<file path="config.mk">
export PLATFORM = sky130hd
export DESIGN_NAME = multi_unit_issue_tracker_core
export DESIGN_NICKNAME = d
export VERILOG_FILES = /design/src/sv/muit_pkg.sv /design/src/sv/muit_slot_ram.sv /design/src/sv/multi_unit_issue_tracker_core.sv
export SDC_FILE = /design/constraint.sdc
export NUM_CORES = 2
export LEC_CHECK = 0
export ABC_CLOCK_PERIOD_IN_PS = 16960
export BUFFER_PORTS_ARGS = -buffer_cell sky130_fd_sc_hd__buf_4
export CORE_ASPECT_RATIO = 0.6
export CORE_MARGIN = 2
export CORE_UTILIZATION = 40
export DETAILED_ROUTE_END_ITERATION = 8
export PLACE_DENSITY = 0.64
export SYNTH_ARGS = -nofsm -noshare
export SYNTH_HDL_FRONTEND = slang
export SYNTH_SLANG_ARGS = --single-unit
</file>
<file path="constraint.sdc">
create_clock -name i_clk -period 16.96 [get_ports i_clk]
set_input_delay 1.696 -clock i_clk [delete_from_list [all_inputs] [get_ports i_clk]]
set_output_delay 1.696 -clock i_clk [all_outputs]
set_load 0.05 [all_outputs]
</file>
<file path="src/sv/muit_pkg.sv">
// ----------------------------------------------------------------------------
// muit_pkg
// Shared types and constants of the multi-unit issue tracker.
// ----------------------------------------------------------------------------
package muit_pkg;

    localparam int MAX_UNITS = 4;
    localparam int MAX_DEPTH = 8;
    localparam int UW = $clog2(MAX_UNITS);
    localparam int DW = $clog2(MAX_DEPTH);
    localparam int SW = UW + DW;
    localparam int NSLOT = MAX_UNITS * MAX_DEPTH;
    localparam int CW = 48;
    localparam logic [CW-1:0] M48 = {CW{1'b1}};

    localparam logic [1:0] REG_UNITS = 2'd0;
    localparam logic [1:0] REG_PIPE  = 2'd1;
    localparam logic [1:0] REG_DEPTH = 2'd2;

    typedef struct packed {
        logic [31:0]   tag;
        logic [3:0]    cls;
        logic [CW-1:0] done;
    } t_slot;

    typedef enum logic [2:0] {
        ST_IDLE,
        ST_RD,
        ST_CHK,
        ST_ISSUE,
        ST_SUM
    } t_state;

endpackage

</file>
<file path="src/sv/muit_slot_ram.sv">
// ----------------------------------------------------------------------------
// muit_slot_ram
// Slot store: one write port, one registered read port.
// ----------------------------------------------------------------------------
module muit_slot_ram
    import muit_pkg::*;
(
    input  logic          i_clk,
    input  logic          i_we,
    input  logic [SW-1:0] i_waddr,
    input  t_slot         i_wdata,
    input  logic [SW-1:0] i_raddr,
    output t_slot         o_rdata
);
    t_slot r_mem [NSLOT];

    always_ff @(posedge i_clk) begin
        if (i_we) begin
            r_mem[i_waddr] <= i_wdata;
        end
        o_rdata <= r_mem[i_raddr];
    end
endmodule

</file>
<file path="src/sv/multi_unit_issue_tracker_core.sv">
// ----------------------------------------------------------------------------
// multi_unit_issue_tracker_core
// Issue scoreboard with round-robin unit selection for one resource class.
// ----------------------------------------------------------------------------
// Each input transaction is one simulated cycle. The block walks the units in
// order, reading each queue head from the slot memory (a read state, then a compare
// state) and emitting one completion transaction per retired head; then
// it performs the round-robin issue and emits the summary transaction with
// last=1. An item passes idle, then read and compare for each unit scanned,
// again read and compare for each retirement, then issue and summary; the order
// is set by the single read port of the slot memory. While the output register
// is held by a stall the block waits; issue also waits until a pending
// result has left, so the
// counters of a stalled summary never change. Input is taken only in idle.
// Slot entries are read only after an issue wrote them, so no clearing pass.
module multi_unit_issue_tracker_core
    import muit_pkg::*;
(
    input  logic          i_clk,
    input  logic          i_rst_n,
    input  logic          psel,
    input  logic          penable,
    input  logic          pwrite,
    input  logic [3:0]    paddr,
    input  logic [31:0]   pwdata,
    output logic [31:0]   prdata,
    output logic          pready,
    input  logic          i_valid,
    output logic          o_stall,
    input  logic [47:0]   i_cycle_now,
    input  logic          i_issue_request,
    input  logic [31:0]   i_instr_tag,
    input  logic [3:0]    i_instr_class,
    input  logic [15:0]   i_latency,
    output logic          o_valid,
    input  logic          i_stall,
    output logic          o_is_completion,
    output logic [31:0]   o_done_tag,
    output logic [3:0]    o_done_class,
    output logic          o_accepted,
    output logic [1:0]    o_chosen_unit,
    output logic [47:0]   o_busy_total,
    output logic [47:0]   o_stall_total,
    output logic [47:0]   o_issue_total,
    output logic [5:0]    o_peak_inflight,
    output logic          o_last
);
    // configuration
    logic [2:0] r_unit_count;
    logic       r_pipe;
    logic [3:0] r_depth;

    assign pready = 1'b1;
    always_comb begin
        unique case (paddr[3:2])
            REG_UNITS: prdata = {29'd0, r_unit_count};
            REG_PIPE:  prdata = {31'd0, r_pipe};
            REG_DEPTH: prdata = {28'd0, r_depth};
            default:   prdata = 32'd0;
        endcase
    end

    always_ff @(posedge i_clk) begin
        if (!i_rst_n) begin
            r_unit_count <= 3'd1;
            r_pipe       <= 1'b0;
            r_depth      <= 4'd1;
        end else if (psel && penable && pwrite) begin
            unique case (paddr[3:2])
                REG_UNITS: r_unit_count <= pwdata[2:0];
                REG_PIPE:  r_pipe       <= pwdata[0];
                REG_DEPTH: r_depth      <= pwdata[3:0];
                default: ;
            endcase
        end
    end

    // latched input item
    logic [CW-1:0] r_now;
    logic          r_req;
    logic [31:0]   r_tag;
    logic [3:0]    r_cls;
    logic [15:0]   r_lat;

    // per-unit state (small, in flops)
    logic [CW-1:0] r_ready [MAX_UNITS];
    logic [DW:0]   r_fill  [MAX_UNITS];
    logic [DW-1:0] r_head  [MAX_UNITS];
    logic [UW-1:0] r_cursor;
    logic [CW-1:0] r_busy, r_stalls, r_issues;
    logic [5:0]    r_peak;

    t_state        r_state, n_state;
    logic [UW-1:0] r_u;

    // output register
    logic          r_ov;
    logic          r_oc;
    logic [31:0]   r_otag;
    logic [3:0]    r_ocls;
    logic          r_oacc;
    logic [1:0]    r_ochosen;

    // slot memory
    t_slot         w_rdata, w_wdata;
    logic          w_we;
    logic [SW-1:0] w_waddr, w_raddr;

    muit_slot_ram u_ram (
        .i_clk   (i_clk),
        .i_we    (w_we),
        .i_waddr (w_waddr),
        .i_wdata (w_wdata),
        .i_raddr (w_raddr),
        .o_rdata (w_rdata)
    );

    assign w_raddr = {r_u, r_head[r_u]};

    // effective unit count and depth
    logic [UW:0] w_units;
    logic [DW:0] w_dep;
    always_comb begin
        if (r_unit_count == 3'd0) w_units = (UW+1)'(1);
        else if (32'(r_unit_count) > MAX_UNITS) w_units = (UW+1)'(MAX_UNITS);
        else w_units = (UW+1)'(r_unit_count);
        if (r_depth == 4'd0) w_dep = (DW+1)'(1);
        else if (32'(r_depth) > MAX_DEPTH) w_dep = (DW+1)'(MAX_DEPTH);
        else w_dep = (DW+1)'(r_depth);
    end

    // round-robin search over MAX_UNITS candidates (independent checks)
    logic [15:0]   w_lat1;
    logic          w_found;
    logic [UW-1:0] w_chosen;
    logic [UW:0]   w_cur, w_c, w_nxt;
    always_comb begin
        w_lat1 = (r_lat == 16'd0) ? 16'd1 : r_lat;
        // cursor may sit above a lowered count: reduce it by repeated subtract
        w_cur = (UW+1)'(r_cursor);
        for (int j = 0; j < MAX_UNITS - 1; j++) begin
            if (w_cur >= w_units) w_cur = w_cur - w_units;
        end
        w_found = 1'b0;
        w_chosen = '0;
        w_c = '0;
        for (int k = 0; k < MAX_UNITS; k++) begin
            w_c = w_cur + (UW+1)'(k);
            if (w_c >= w_units) w_c = w_c - w_units;
            if (!w_found && (UW+1)'(k) < w_units &&
                r_ready[w_c[UW-1:0]] <= r_now &&
                (r_pipe ? (r_fill[w_c[UW-1:0]] < w_dep)
                        : (r_fill[w_c[UW-1:0]] == '0))) begin
                w_found = 1'b1;
                w_chosen = w_c[UW-1:0];
            end
        end
        // next cursor: chosen is below the count, so one wrap check
        w_nxt = (UW+1)'(w_chosen) + 1'b1;
        if (w_nxt >= w_units) w_nxt = '0;
    end

    function automatic logic [CW-1:0] add_sat(input logic [CW-1:0] a,
                                              input logic [15:0] b);
        logic [CW:0] s;
        s = {1'b0, a} + {{(CW-15){1'b0}}, b};
        return s[CW] ? M48 : s[CW-1:0];
    endfunction

    logic w_out_free;
    assign w_out_free = !r_ov || !i_stall;

    logic w_issue;
    assign w_issue = (r_state == ST_ISSUE) && w_out_free && r_req && w_found;
    assign w_we    = w_issue;
    assign w_waddr = {w_chosen, DW'(r_head[w_chosen] + r_fill[w_chosen][DW-1:0])};
    assign w_wdata = '{tag: r_tag, cls: r_cls, done: add_sat(r_now, w_lat1)};

    logic w_retire;
    assign w_retire = (r_state == ST_CHK) && (r_fill[r_u] != '0) &&
                      (w_rdata.done <= r_now);

    // a transaction enters the output register
    logic w_load;
    assign w_load = w_out_free && (w_retire || (r_state == ST_SUM));

    // next state
    always_comb begin
        n_state = r_state;
        unique case (r_state)
            ST_IDLE:  if (i_valid) n_state = ST_RD;
            ST_RD:    n_state = ST_CHK;
            ST_CHK: begin
                if (w_retire) begin
                    if (w_out_free) n_state = ST_RD;
                end else if (r_u == UW'(MAX_UNITS - 1)) begin
                    n_state = ST_ISSUE;
                end else begin
                    n_state = ST_RD;
                end
            end
            ST_ISSUE: if (w_out_free) n_state = ST_SUM;
            ST_SUM:   if (w_out_free) n_state = ST_IDLE;
            default:  n_state = ST_IDLE;
        endcase
    end

    // outputs of the state machine
    always_comb begin
        o_stall = (r_state != ST_IDLE);
    end

    logic [DW+UW+1:0] w_total;
    logic             w_inflight;
    always_comb begin
        w_total = '0;
        w_inflight = 1'b0;
        for (int u = 0; u < MAX_UNITS; u++) begin
            w_total = w_total + (DW+UW+2)'(r_fill[u]);
            if (r_fill[u] != '0) w_inflight = 1'b1;
        end
    end

    always_ff @(posedge i_clk) begin
        if (!i_rst_n) begin
            r_state  <= ST_IDLE;
            r_u      <= '0;
            r_cursor <= '0;
            r_busy   <= '0;
            r_stalls <= '0;
            r_issues <= '0;
            r_peak   <= '0;
            r_ov     <= 1'b0;
            r_oacc   <= 1'b0;
            for (int u = 0; u < MAX_UNITS; u++) begin
                r_ready[u] <= '0;
                r_fill[u]  <= '0;
                r_head[u]  <= '0;
            end
        end else begin
            r_state <= n_state;
            if (w_load) r_ov <= 1'b1;
            else if (!i_stall) r_ov <= 1'b0;
            unique case (r_state)
                ST_IDLE: begin
                    if (i_valid) begin
                        r_now <= i_cycle_now;
                        r_req <= i_issue_request;
                        r_tag <= i_instr_tag;
                        r_cls <= i_instr_class;
                        r_lat <= i_latency;
                        r_u   <= '0;
                    end
                end
                ST_CHK: begin
                    if (w_retire) begin
                        if (w_out_free) begin
                            r_oc      <= 1'b1;
                            r_otag    <= w_rdata.tag;
                            r_ocls    <= w_rdata.cls;
                            r_oacc    <= 1'b0;
                            r_ochosen <= '0;
                            r_head[r_u] <= r_head[r_u] + 1'b1;
                            r_fill[r_u] <= r_fill[r_u] - 1'b1;
                        end
                    end else if (r_u != UW'(MAX_UNITS - 1)) begin
                        r_u <= r_u + 1'b1;
                    end
                end
                ST_ISSUE: begin
                    if (w_out_free) begin
                        r_oacc    <= w_issue;
                        r_ochosen <= w_issue ? 2'(w_chosen) : 2'd0;
                        if (w_issue) begin
                            r_fill[w_chosen]  <= r_fill[w_chosen] + 1'b1;
                            r_ready[w_chosen] <= add_sat(r_now, r_pipe ? 16'd1 : w_lat1);
                            if (r_issues != M48) r_issues <= r_issues + 1'b1;
                            if ((w_total + 1'b1) > (DW+UW+2)'(r_peak))
                                r_peak <= 6'(w_total + 1'b1);
                            r_cursor <= w_nxt[UW-1:0];
                        end else if (r_req && r_stalls != M48) begin
                            r_stalls <= r_stalls + 1'b1;
                        end
                        if ((w_inflight || w_issue) && r_busy != M48)
                            r_busy <= r_busy + 1'b1;
                    end
                end
                ST_SUM: begin
                    if (w_out_free) begin
                        r_oc   <= 1'b0;
                        r_otag <= '0;
                        r_ocls <= '0;
                    end
                end
                default: ;
            endcase
        end
    end

    assign o_valid         = r_ov;
    assign o_is_completion = r_oc;
    assign o_done_tag      = r_otag;
    assign o_done_class    = r_ocls;
    assign o_accepted      = r_oc ? 1'b0 : r_oacc;
    assign o_chosen_unit   = r_oc ? 2'd0 : r_ochosen;
    assign o_busy_total    = r_oc ? '0 : r_busy;
    assign o_stall_total   = r_oc ? '0 : r_stalls;
    assign o_issue_total   = r_oc ? '0 : r_issues;
    assign o_peak_inflight = r_oc ? '0 : r_peak;
    assign o_last          = !r_oc;
endmodule

</file>
==> results.md <==
* Leakage power at 53.2 nW
* PostCTS Resize Cnt at 0
* Critical Path AT at 16.18 ns
* Row cnt at 168
* # hold bufs at CTS at 0
* First-pass iteration count of the detailed router at 6
* Vias/cell at 5.93
* RD Place Congestion at 0.993
* Clock Sinks at 3301
* Drt total wl at 393 mm
* Synth top area share at 64.8%
* Share of layout cells above drive strength 1 at 24.2%
* Min-Delay Path Class: reg -> reg
* Minimum clock period at 15.62 ns
* Overall power at 23.1 mW
* # setup viols final at 0
* Synth area leaders: edfxtp_1, mux4_2, dfxtp_1
* Port Buffers at 310
* Iter 0 DRT Violations at 10900
* Area of the core at 350000 um^2
* Worst-case clock buffer depth at 4
* Synthesized netlist cell count at 8084
* Vias at 80000
* Crit-path slowest cell: a2bb2oi_1
* Ys flop type: edfxtp_1
* Most frequent cell after synthesis: edfxtp_1
* Syn-to-layout area delta at 14.4%
* Mapped Area at 141000 um^2
* Cell Pwr Density at 143 nW/um^2
* CTS root buf: clkbuf_16
* Clk_lat worst skew at 0.92 ns
* Clk slew on worst S/H paths at 0.06 ns
* Hold path startpoint: r_peak[0]
* Initial antenna violation count at 17
* Post-synthesis average cell area at 17.5 um^2
* Setup crit end kind: register
* Worst-Margin Slew at 1.40 ns
* Largest net degree at the start of global routing at 122
* Register area share after synthesis at 68.4%
* Netlist cell types at 96
* Starting Density at 40.3%
* Die Wd at 771 um
* Post-DRT Antenna Nets at 0
* Die Y at 464 um
* First-pass GRT wire length at 562 mm
* Reg2Reg Depth at 48
* Number of synthesized flops with an enable pin at 3048
* Register bit count reported by yosys at 3301
* DRC viols at 0
* CP Class: reg -> reg
* Reg2reg start: r_unit_count[2]
* Crit-path max cell delay at 0.80 ns
* Avg WL per Cell at 29.2 um
* Hpwl dp at 238 mm
* R2R Setup Slk at 1.34 ns
* Hold Path End: r_peak[0]
* Vias in the first global route at 78000
* Buffer count from post-CTS setup fixing at 0
* Status: completed
* Slew HR at 6.42%
* Clock Skew at 0.0682 ns
* Worst IR drop on VDD at 0.227 mV
* RSZ-0062 raised after global routing: no
* Most frequent cells after synthesis: edfxtp_1, mux4_2, nor2_1
* Setup ws final at 1.34 ns
* Worst Hold Depth at 2
* Worst path depth at 48
* Nets at 9030
* Worst path bufs/invs at 8
* R2r endpoint: u_ram.r_mem[12][78]
* Post-synthesis async set-or-reset flop share at 0%
* DP Worst Slack at 2.04 ns
* IO Count at 370
* Htree depth at 5
* Critical path's top delay family: compound AO/OA/AOI/OAI gates
* F_max at 0.0640 GHz
* Startpoint types: register
* CTS tree: done
* Maxcap violations at 0
* CP max FO at 23
* Final Cycle Share at 92.1%
* Worst Path Required at 17.52 ns
* Fin. Hold Viols at 0
* Slew Limit Fails at 0
* GRT Util Overall at 21.4%
* Most Frequent Cell on Critical Path: ha_1
* Ys Warns at 0
* Cts bufs inserted at 314
* Area of the die at 358000 um^2
* Grt total ovfl at 0
* Final core utilization at 46.1%
* Yosys top cell by area: edfxtp_1
[where the power goes]
| group | switching [mW] | internal (mW) | total (mW) |
|---|---|---|---|
| clock | 3.14 | 4.15 | 7.29 |
| sequential | 0.0887 | 8.98 | 9.06 |
| combinational | 4.26 | 2.51 | 6.77 |
| total | 7.49 | 15.6 | 23.1 |
[per-layer routing]
layer	GRT usage, %	part of all wire (%)
met1	33.0	44
met2	31.0	43
met3	4.81	10
met4	4.94	2.4
met5	0.0401	0.019
[how the worst max path moves through the flow]
stage,start,slack (ns),endpoint
2_1_floorplan,r_unit_count[2],-0.58,u_ram.r_mem[8][0]
3_3_place_gp,r_unit_count[2],2.12,u_ram.r_mem[12][75]
3_5_place_dp,r_unit_count[2],2.04,u_ram.r_mem[15][75]
4_1_cts,r_unit_count[2],1.93,u_ram.r_mem[15][6]
5_1_grt,r_unit_count[2],0.76,u_ram.r_mem[12][78]
6_report,r_unit_count[2],1.34,u_ram.r_mem[12][78]
[cell families after synthesis]
logic type | after synthesis | share of synthesized area, %
multiplexers | 1134 | 16.1
flip-flops | 3301 | 68.4
XOR/XNOR | 187 | 1.16
AND/OR/NAND/NOR | 1763 | 6.10
buffers and inverters | 578 | 1.64
adder cells (fa/ha/maj) | 344 | 3.12
AO/OA/AOI/OAI | 775 | 3.51
other | 2 | 0.00532
[cell type report]
type / instances / area, um^2
Timing Repair Buffer: 564 / 5240
Clock buffer: 395 / 8460
Inverter: 129 / 492
Multi-Input combinational cell: 4232 / 42900
Tap cell: 4675 / 5850
Fill cell: 29200 / 189000
Antenna cell: 2 / 5.00
Clock inverter: 176 / 2060
Sequential cell: 3301 / 96600
[worst reg2reg max path, delay by kind of cell (launching register included)]
kind            cells  cell delay [ns]
buf+inv             8             2.02
xor+xnor            1             0.18
compound gates     21             7.31
flops               1             0.30
fa+ha+maj           7             2.45
simple gates       11             2.98
[state kept, by name (all words and copies together), names as in the netlist, 4 cells and up, named ones only]
name / count
o_done_tag: 32
r_lat: 16
r_busy: 48
r_fill: 16
r_ready: 192
r_issues: 48
r_peak: 6
o_done_class: 4
r_depth: 4
r_cls: 4
u_ram.o_rdata: 84
r_tag: 32
r_head: 12
u_ram.r_mem: 2688
r_stalls: 48
r_now: 48
[metrics by stage]
stage               instances  TNS, ns  hold slack (ns)  cell area, um^2
floorplan                8111  -619.02            0.445           141000
global placement        12900        0            0.466           151000
detailed placement      12900        0            0.478           151000
CTS                     13500        0            0.487           162000
global route            13500        0            0.516           162000
finish                  13500        0            0.493           162000
[cells in the final DEF (no fill, tap or decap), types with 71 or more instances in the layout]
| cell type | count |
|---|---|
| edfxtp_1 | 3048 |
| mux4_2 | 895 |
| nor2_1 | 486 |
| buf_4 | 484 |
| nand2_1 | 430 |
| ha_1 | 330 |
| clkbuf_16 | 320 |
| a21oi_1 | 285 |
| dfxtp_1 | 252 |
| nor2b_1 | 213 |
| mux2i_1 | 143 |
| a211oi_1 | 128 |
| inv_1 | 123 |
| and2_1 | 119 |
| nand3_1 | 99 |
| and3_1 | 98 |
| xnor2_1 | 94 |
| xor2_1 | 92 |
| o21ai_0 | 90 |
| mux2_2 | 89 |
| buf_12 | 80 |
| nand4_1 | 72 |
| nor3_1 | 71 |
(Power assumes the default switching activity.)
